File: src/wdtm_pkg.sv
// Shared constants for the weighted distance-to-measure block.
`default_nettype none
package wdtm_pkg;

  localparam int FracBits = 16;
  localparam int DistW    = 32;
  localparam int WghtW    = 24;
  localparam int BoundW   = 32;
  localparam int TotalW   = 40;
  localparam int SumW     = 64;
  localparam int DrW      = 2 * DistW - FracBits;
  localparam int ProdW    = DrW + WghtW;
  localparam int HalfW    = 24;
  localparam int CntW     = 6;

  localparam logic [BoundW-1:0] BoundReset = BoundW'(32'h0001_0000);

  localparam logic RegWeightBound = 1'b0;
  localparam logic RegPowerMode   = 1'b1;

endpackage
`default_nettype wire

File: src/weighted_distance_to_measure.sv
// Weighted distance to measure: iterative multiply-accumulate, divide and square root.
//
//  channel  | handshake                | payload
//  ---------+--------------------------+---------------------------------------------
//  cfg      | cfg_we_i                 | cfg_idx_i, cfg_data_i
//  in       | in_valid_i / in_stall_o  | distance_i, neighbor_weight_i, last_in_row_i
//  out      | out_valid_o / out_stall_i| dtm_value_o, row_short_o, saturated_o
//
// One shared 32x32 multiplier does the square (r = 2) and two partial products of each item:
// an item that does not complete the row goes through square (r = 2), low product, high product, accumulate.
// The item that reaches the bound adds a 64-step restoring divide, and in r = 2 mode a
// 32-step square root; either is skipped when its result saturates.
// Reset clears the row state and loads weight_bound = 1.0, power_mode = 1; no clearing pass.
// A result waits in the output register; the input is taken again once the result is stored.
`default_nettype none
module weighted_distance_to_measure (
  input  wire logic                         clk_i,
  input  wire logic                         rst_ni,
  input  wire logic                         cfg_we_i,
  input  wire logic                         cfg_idx_i,
  input  wire logic [wdtm_pkg::BoundW-1:0]  cfg_data_i,
  input  wire logic                         in_valid_i,
  output      logic                         in_stall_o,
  input  wire logic [wdtm_pkg::DistW-1:0]   distance_i,
  input  wire logic [wdtm_pkg::WghtW-1:0]   neighbor_weight_i,
  input  wire logic                         last_in_row_i,
  output      logic                         out_valid_o,
  input  wire logic                         out_stall_i,
  output      logic [wdtm_pkg::DistW-1:0]   dtm_value_o,
  output      logic                         row_short_o,
  output      logic                         saturated_o
);
  import wdtm_pkg::*;

  localparam logic [3:0] StIdle = 4'd0;
  localparam logic [3:0] StSqr  = 4'd1;
  localparam logic [3:0] StMlo  = 4'd2;
  localparam logic [3:0] StMhi  = 4'd3;
  localparam logic [3:0] StAcc  = 4'd4;
  localparam logic [3:0] StDvSt = 4'd5;
  localparam logic [3:0] StDiv  = 4'd6;
  localparam logic [3:0] StPost = 4'd7;
  localparam logic [3:0] StRoot = 4'd8;
  localparam logic [3:0] StEmit = 4'd9;

  logic [3:0]          state_q;
  logic [BoundW-1:0]   wb_q;
  logic                pm_q;
  logic [SumW-1:0]     ms_q;
  logic [TotalW-1:0]   wt_q;
  logic                done_q;
  logic                clip_q;
  logic                out_vld_q;
  logic [DistW-1:0]    out_val_q;
  logic                out_short_q;
  logic                out_sat_q;

  logic [DrW-1:0]      dr_q;
  logic [WghtW-1:0]    weff_q;
  logic                last_q;
  logic                reach_q;
  logic [ProdW-1:0]    prod_q;
  logic [SumW-1:0]     qt_q;
  logic [BoundW-1:0]   rem_q;
  logic [SumW-1:0]     res_q;
  logic [SumW-1:0]     bit_q;
  logic [DistW-1:0]    val_q;
  logic                short_q;
  logic                rclip_q;
  logic [CntW-1:0]     cnt_q;

  logic [BoundW-1:0]   bnd;
  logic [TotalW:0]     sum_w;
  logic [TotalW-1:0]   miss_w;
  logic                at_bound;
  logic                cross_bound;
  logic [31:0]         mul_a;
  logic [31:0]         mul_b;
  logic [63:0]         mul_p;
  logic                clip_t;
  logic [SumW-1:0]     term;
  logic [SumW:0]       sum_ms;
  logic [SumW-1:0]     ms_new;
  logic                clip_new;
  logic [BoundW:0]     rem_sh;
  logic                div_ge;
  logic [SumW-1:0]     root_rb;
  logic                root_ge;
  logic [SumW-1:0]     res_nx;
  logic                out_free;
  logic                accept;

  assign bnd         = (wb_q == '0) ? BoundW'(1) : wb_q;
  assign sum_w       = {1'b0, wt_q} + (TotalW + 1)'(neighbor_weight_i);
  assign miss_w      = TotalW'(bnd) - wt_q;
  assign at_bound    = wt_q >= TotalW'(bnd);
  assign cross_bound = sum_w >= (TotalW + 1)'(bnd);

  always_comb begin
    case (state_q)
      StSqr: begin
        mul_a = dr_q[DistW-1:0];
        mul_b = dr_q[DistW-1:0];
      end
      StMlo: begin
        mul_a = 32'(dr_q[HalfW-1:0]);
        mul_b = 32'(weff_q);
      end
      StMhi: begin
        mul_a = 32'(dr_q[DrW-1:HalfW]);
        mul_b = 32'(weff_q);
      end
      default: begin
        mul_a = '0;
        mul_b = '0;
      end
    endcase
  end
  assign mul_p = mul_a * mul_b;

  assign clip_t   = |prod_q[ProdW-1:SumW];
  assign term     = (clip_t || (&prod_q[SumW-1:0])) ? {SumW{1'b1}}
                                                   : SumW'(prod_q[SumW-1:FracBits]);
  assign sum_ms   = {1'b0, ms_q} + {1'b0, term};
  assign ms_new   = sum_ms[SumW] ? {SumW{1'b1}} : sum_ms[SumW-1:0];
  assign clip_new = clip_q | clip_t | sum_ms[SumW];

  assign rem_sh = {rem_q, qt_q[SumW-1]};
  assign div_ge = rem_sh >= (BoundW + 1)'(bnd);

  assign root_rb = res_q + bit_q;
  assign root_ge = qt_q >= root_rb;
  assign res_nx  = root_ge ? ((res_q >> 1) + bit_q) : (res_q >> 1);

  assign out_free   = !out_vld_q || !out_stall_i;
  assign accept     = in_valid_i && (state_q == StIdle);
  assign in_stall_o = state_q != StIdle;

  always_ff @(posedge clk_i or negedge rst_ni) begin
    if (!rst_ni) begin
      state_q     <= StIdle;
      wb_q        <= BoundReset;
      pm_q        <= 1'b1;
      ms_q        <= '0;
      wt_q        <= '0;
      done_q      <= 1'b0;
      clip_q      <= 1'b0;
      out_vld_q   <= 1'b0;
      out_val_q   <= '0;
      out_short_q <= 1'b0;
      out_sat_q   <= 1'b0;
    end else begin
      if (cfg_we_i) begin
        case (cfg_idx_i)
          RegWeightBound: wb_q <= cfg_data_i;
          RegPowerMode:   pm_q <= cfg_data_i[0];
          default:        ;
        endcase
      end
      if (out_vld_q && !out_stall_i && (state_q != StEmit)) begin
        out_vld_q <= 1'b0;
      end
      case (state_q)
        StIdle: begin
          if (accept) begin
            if (done_q) begin
              if (last_in_row_i) begin
                ms_q   <= '0;
                wt_q   <= '0;
                done_q <= 1'b0;
                clip_q <= 1'b0;
              end
            end else begin
              wt_q    <= sum_w[TotalW-1:0];
              state_q <= pm_q ? StSqr : StMlo;
            end
          end
        end
        StSqr:  state_q <= StMlo;
        StMlo:  state_q <= StMhi;
        StMhi:  state_q <= StAcc;
        StAcc: begin
          ms_q   <= ms_new;
          clip_q <= clip_new;
          if (reach_q) begin
            state_q <= StDvSt;
          end else if (last_q) begin
            state_q <= StEmit;
          end else begin
            state_q <= StIdle;
          end
        end
        StDvSt: begin
          if (BoundW'(ms_q[SumW-1:SumW-FracBits]) >= bnd) begin
            state_q <= StPost;
          end else begin
            state_q <= StDiv;
          end
        end
        StDiv: begin
          if (cnt_q == CntW'(SumW - 1)) begin
            state_q <= StPost;
          end
        end
        StPost: begin
          if (!pm_q || (|qt_q[SumW-1:SumW-FracBits])) begin
            state_q <= StEmit;
          end else begin
            state_q <= StRoot;
          end
        end
        StRoot: begin
          if (cnt_q == CntW'(SumW / 2 - 1)) begin
            state_q <= StEmit;
          end
        end
        StEmit: begin
          if (out_free) begin
            out_vld_q   <= 1'b1;
            out_val_q   <= val_q;
            out_short_q <= short_q;
            out_sat_q   <= rclip_q;
            if (last_q) begin
              ms_q   <= '0;
              wt_q   <= '0;
              done_q <= 1'b0;
              clip_q <= 1'b0;
            end else begin
              done_q <= 1'b1;
            end
            state_q <= StIdle;
          end
        end
        default: state_q <= StIdle;
      endcase
    end
  end

  always_ff @(posedge clk_i) begin
    case (state_q)
      StIdle: begin
        if (accept && !done_q) begin
          dr_q    <= DrW'(distance_i);
          last_q  <= last_in_row_i;
          reach_q <= at_bound || cross_bound;
          if (at_bound) begin
            weff_q <= '0;
          end else if (cross_bound) begin
            weff_q <= miss_w[WghtW-1:0];
          end else begin
            weff_q <= neighbor_weight_i;
          end
        end
      end
      StSqr: dr_q <= mul_p[2*DistW-1:FracBits];
      StMlo: prod_q <= ProdW'(mul_p);
      StMhi: prod_q <= prod_q + {mul_p[ProdW-HalfW-1:0], {HalfW{1'b0}}};
      StAcc: begin
        rclip_q <= clip_new;
        short_q <= !reach_q;
        val_q   <= '0;
      end
      StDvSt: begin
        cnt_q <= '0;
        if (BoundW'(ms_q[SumW-1:SumW-FracBits]) >= bnd) begin
          qt_q    <= {SumW{1'b1}};
          rclip_q <= 1'b1;
        end else begin
          rem_q <= BoundW'(ms_q[SumW-1:SumW-FracBits]);
          qt_q  <= {ms_q[SumW-FracBits-1:0], {FracBits{1'b0}}};
        end
      end
      StDiv: begin
        rem_q <= div_ge ? BoundW'(rem_sh - (BoundW + 1)'(bnd)) : rem_sh[BoundW-1:0];
        qt_q  <= {qt_q[SumW-2:0], div_ge};
        cnt_q <= cnt_q + CntW'(1);
      end
      StPost: begin
        if (!pm_q) begin
          if (|qt_q[SumW-1:DistW]) begin
            val_q   <= {DistW{1'b1}};
            rclip_q <= 1'b1;
          end else begin
            val_q <= qt_q[DistW-1:0];
          end
        end else if (|qt_q[SumW-1:SumW-FracBits]) begin
          val_q   <= {DistW{1'b1}};
          rclip_q <= 1'b1;
        end else begin
          qt_q  <= {qt_q[SumW-FracBits-1:0], {FracBits{1'b0}}};
          res_q <= '0;
          bit_q <= SumW'(1) << (SumW - 2);
          cnt_q <= '0;
        end
      end
      StRoot: begin
        if (root_ge) begin
          qt_q <= qt_q - root_rb;
        end
        res_q <= res_nx;
        bit_q <= bit_q >> 2;
        cnt_q <= cnt_q + CntW'(1);
        val_q <= res_nx[DistW-1:0];
      end
      default: ;
    endcase
  end

  assign out_valid_o = out_vld_q;
  assign dtm_value_o = out_val_q;
  assign row_short_o = out_short_q;
  assign saturated_o = out_sat_q;

endmodule
`default_nettype wire

File: config.mk
export PLATFORM = sky130hd
export DESIGN_NAME = weighted_distance_to_measure
export DESIGN_NICKNAME = d
export VERILOG_FILES = /design/src/wdtm_pkg.sv /design/src/weighted_distance_to_measure.sv
export SDC_FILE = /design/constraint.sdc
export NUM_CORES = 2
export LEC_CHECK = 0
export ABC_AREA = 1
export BUFFER_PORTS_ARGS = -buffer_cell sky130_fd_sc_hd__buf_2
export CORE_AREA = 5 5 414 416
export CTS_CLUSTER_DIAMETER = 120
export DETAILED_ROUTE_END_ITERATION = 6
export DIE_AREA = 0 0 419 421
export PLACE_DENSITY = 0.67
export SYNTH_ARGS = -nofsm -noshare
export SYNTH_HDL_FRONTEND = slang
export SYNTH_SLANG_ARGS = --single-unit
export TNS_END_PERCENT = 1
File: constraint.sdc
create_clock -name clk_i -period 25.7 [get_ports clk_i]
set_clock_uncertainty 0.2 [all_clocks]
set_input_delay 0 -clock clk_i [delete_from_list [all_inputs] [get_ports clk_i]]
set_output_delay 0 -clock clk_i [all_outputs]
set_load 0.1 [all_outputs]
==> flow_metrics.env <==
export IMPL_hold_path_class="in2reg"
export IMPL_slowest_stage="nor2_2"
export IMPL_grt_pass1_vias=80200
export IMPL_viasPerCell=5.78
export IMPL_drive_gt1_share_pct=5.46
export IMPL_io_pins=131
export IMPL_synth_flop_cell="edfxtp_1"
export IMPL_crit_path_start_kind="flip-flop"
export IMPL_r2r_end="prod_q[66]"
export IMPL_layout_commonest_cell="nand2_1"
export IMPL_core_sq_um=167000
export IMPL_max_cap_violations=0
export IMPL_final_period_utilization_pct=50.7
export IMPL_wl_per_cell_um=24.5
export IMPL_finalCriticalPeriod_ns=13.02
export IMPL_drt_iter0_drc=8434
export IMPL_report_final_slew_viol_count=0
export IMPL_fp_dieH_um=421
export IMPL_clkTransAtPathRegs_ns=0.07
export IMPL_gp_congestion=1.08
export IMPL_synth_cell_type_count=73
export IMPL_r2r_setup_slack_ns=12.68
export IMPL_final_cell_mix="nand2_1 (2,474), inv_1 (2,240), nor2_1 (1,225)"
export IMPL_cts_buffer_depth=3
export IMPL_crit_top_cell="fa_1"
export IMPL_syn_area_sq_um=83100
export IMPL_nets=13100
export IMPL_critPathKind="reg2reg"
export IMPL_cp_startpoint="state_q[2]"
export IMPL_io_buffers=130
export IMPL_ys_warn_count=0
export IMPL_ys_ff_latch=556
export IMPL_clk_latency_ns=0.69
export IMPL_drc=0
export IMPL_path_max_fanout=24
export IMPL_die_area_sq_um=176000
export IMPL_grt_use_total_pct=37.4
export IMPL_antenna_found_initial=7
export IMPL_setup_viol=0
export IMPL_fin_setup_tns_ns=0
export IMPL_grt_max_degree=69
export IMPL_initial_utilization_pct=49.8
export IMPL_dr_pass1_iters=6
export IMPL_worst_slew_pin_transition_ns=1.43
export IMPL_arrival_ns=13.26
export IMPL_synth_edf_count=378
export IMPL_numCtsBuffers=68
export IMPL_status="complete, no violations"
export IMPL_multi_input_area_sq_um=57700
export IMPL_drt_total_wl_um=337000
export IMPL_postRouteAntennaNets=0
export IMPL_yosysSeqAreaShare_pct=19.0
export IMPL_hpwl_um=273000
export IMPL_cpPeakStageDelay_ns=1.09
export IMPL_syn_inst=11300
export IMPL_areaGrowthSynthToFinish_pct=9.13
export IMPL_fmax_mhz=76.8
export IMPL_cts_root_buf="clkbuf_16"
export IMPL_r2r_start="state_q[2]"
export IMPL_cts_sinks=556
export IMPL_r2r_worst_path_cells=35
export IMPL_num_rows=150
export IMPL_rsz0062_at_grt="false"
export IMPL_crit_path_end_kind="flip-flop"
export IMPL_synthesis_nets=12900
export IMPL_grt_overflow=0
export IMPL_grt_pass1_wl_um=500000
export IMPL_routed_via_count=79600
export IMPL_cts_htree_levels=3
export IMPL_avgSynthCellArea_sq_um=7.37
export IMPL_cp_data_required_time_ns=25.94
export IMPL_die_x_um=419
export IMPL_cp_endpoint="prod_q[66]"
export IMPL_final_fill_count=16300
export IMPL_seq_area_sq_um=15800
export IMPL_async_reset_ff_share_pct=32.0
export IMPL_cts_tree="built"
export IMPL_slew_headroom_pct=4.25
export IMPL_hold_viol=0
## sequential cells by signal, indices dropped and copies added, names as in the netlist, 4 cells and up
| name | count |
|---|---|
| dtm_value_o | 32 |
| ms_q | 64 |
| dr_q | 48 |
| weff_q | 24 |
| wb_q | 32 |
| wt_q | 40 |
| prod_q | 72 |
| qt_q | 64 |
| bit_q | 32 |
| val_q | 32 |
| state_q | 4 |
| res_q | 64 |
| rem_q | 32 |
| cnt_q | 6 |
## worst max-delay path, delay by kind of cell (launching register included)
family	cells	cell delay, ns
buf+inv	6	1.18
xor+xnor	1	0.92
simple gates	7	2.30
flops	1	0.41
fa+ha+maj	10	4.93
compound gates	11	2.75
## per-layer routing
layer  wire length [um]  vias up  global-route usage [%]
met5                124        -                   0.410
met4              17100        6                    15.1
met3              33600      783                    8.72
met2             149000     4009                    58.6
met1             137000    38800                    50.1
li1                   -    36000                       -
## worst min-delay path by stage
stage,start,to,cells past startpoint
2_1_floorplan,rst_ni,clip_q,0
3_3_place_gp,rst_ni,dtm_value_o[9],1
3_5_place_dp,rst_ni,dtm_value_o[9],1
4_1_cts,distance_i[18],dr_q[18],4
5_1_grt,distance_i[4],dr_q[4],4
6_report,distance_i[4],dr_q[4],4
## final cells by class
cell class                      instances  share of cell area (%)
Multi-Input combinational cell       8153                    63.6
Sequential cell                       556                    17.4
Inverter                             2281                    9.44
Timing Repair Buffer                  436                    3.82
Tap cell                             2204                    3.04
Clock buffer                           87                    2.10
Clock inverter                         36                   0.549
Antenna cell                            5                  0.0138
## stage by stage
stage          hold slack (ns)  cells  utilization, %  worst slack (ns)  instance area, sq um
3_5_place_dp            -0.194  13400            51.7             13.15                 86300
6_report                0.0343  13800            54.4             12.68                 90700
2_1_floorplan           -0.496  11300               -             15.77                 83100
5_1_grt                 0.0159  13800            54.4             12.47                 90700
3_3_place_gp            -0.203  13400            51.7             13.06                 86300
4_1_cts                0.00469  13800            54.4             13.09                 90700
## cell usage after synthesis (all sizes together) (8+ instances only)
cell type / n / area (sq um)
xnor2: 88 / 771
edfxtp: 378 / 11400
nor3: 94 / 524
dfrtp: 176 / 4400
inv: 2264 / 8500
xor2: 209 / 1830
o211ai: 34 / 255
nand4: 133 / 845
a21oi: 605 / 3040
nor4: 51 / 325
nand3: 418 / 2130
clkbuf: 234 / 878
o21a: 25 / 188
a221oi: 15 / 131
nand2: 2506 / 9490
a21boi: 27 / 203
a21o: 53 / 398
a22o: 13 / 114
a211oi: 14 / 105
ha: 663 / 8300
buf: 63 / 342
clkinv: 17 / 63.8
o22ai: 43 / 282
o21bai: 41 / 312
or2: 84 / 526
nand3b: 26 / 199
mux2: 34 / 383
fa: 891 / 17800
and3: 13 / 81.3
o221ai: 10 / 87.6
nor2: 1267 / 4870
a31oi: 61 / 382
and2: 8 / 50.1
o2111ai: 25 / 219
o21ai: 670 / 3390
## cells by family (layout without fill, tap and decap cells)
family,Yosys count,after routing,synth area share (%)
simple gates,4604,4604,22.9
buf+inv,2578,2840,11.8
compound gates,1663,1663,11.2
fa+ha+maj,1554,1554,31.4
flops,556,556,19.0
xor+xnor,298,298,3.16
mux,34,34,0.461
other cells,0,5,0
## repair_timing
action | 4_1_cts | 5_1_grt
setup endpoints to repair | 0 | 0
hold buffers | 195 | 0
gates resized for setup | 0 | 0
endpoints found under the hold margin | 369 | 0
buffers inserted | 0 | 0
Power is not shown: default switching activity piles up to over one toggle a cycle in this logic, so the estimate is an artifact.
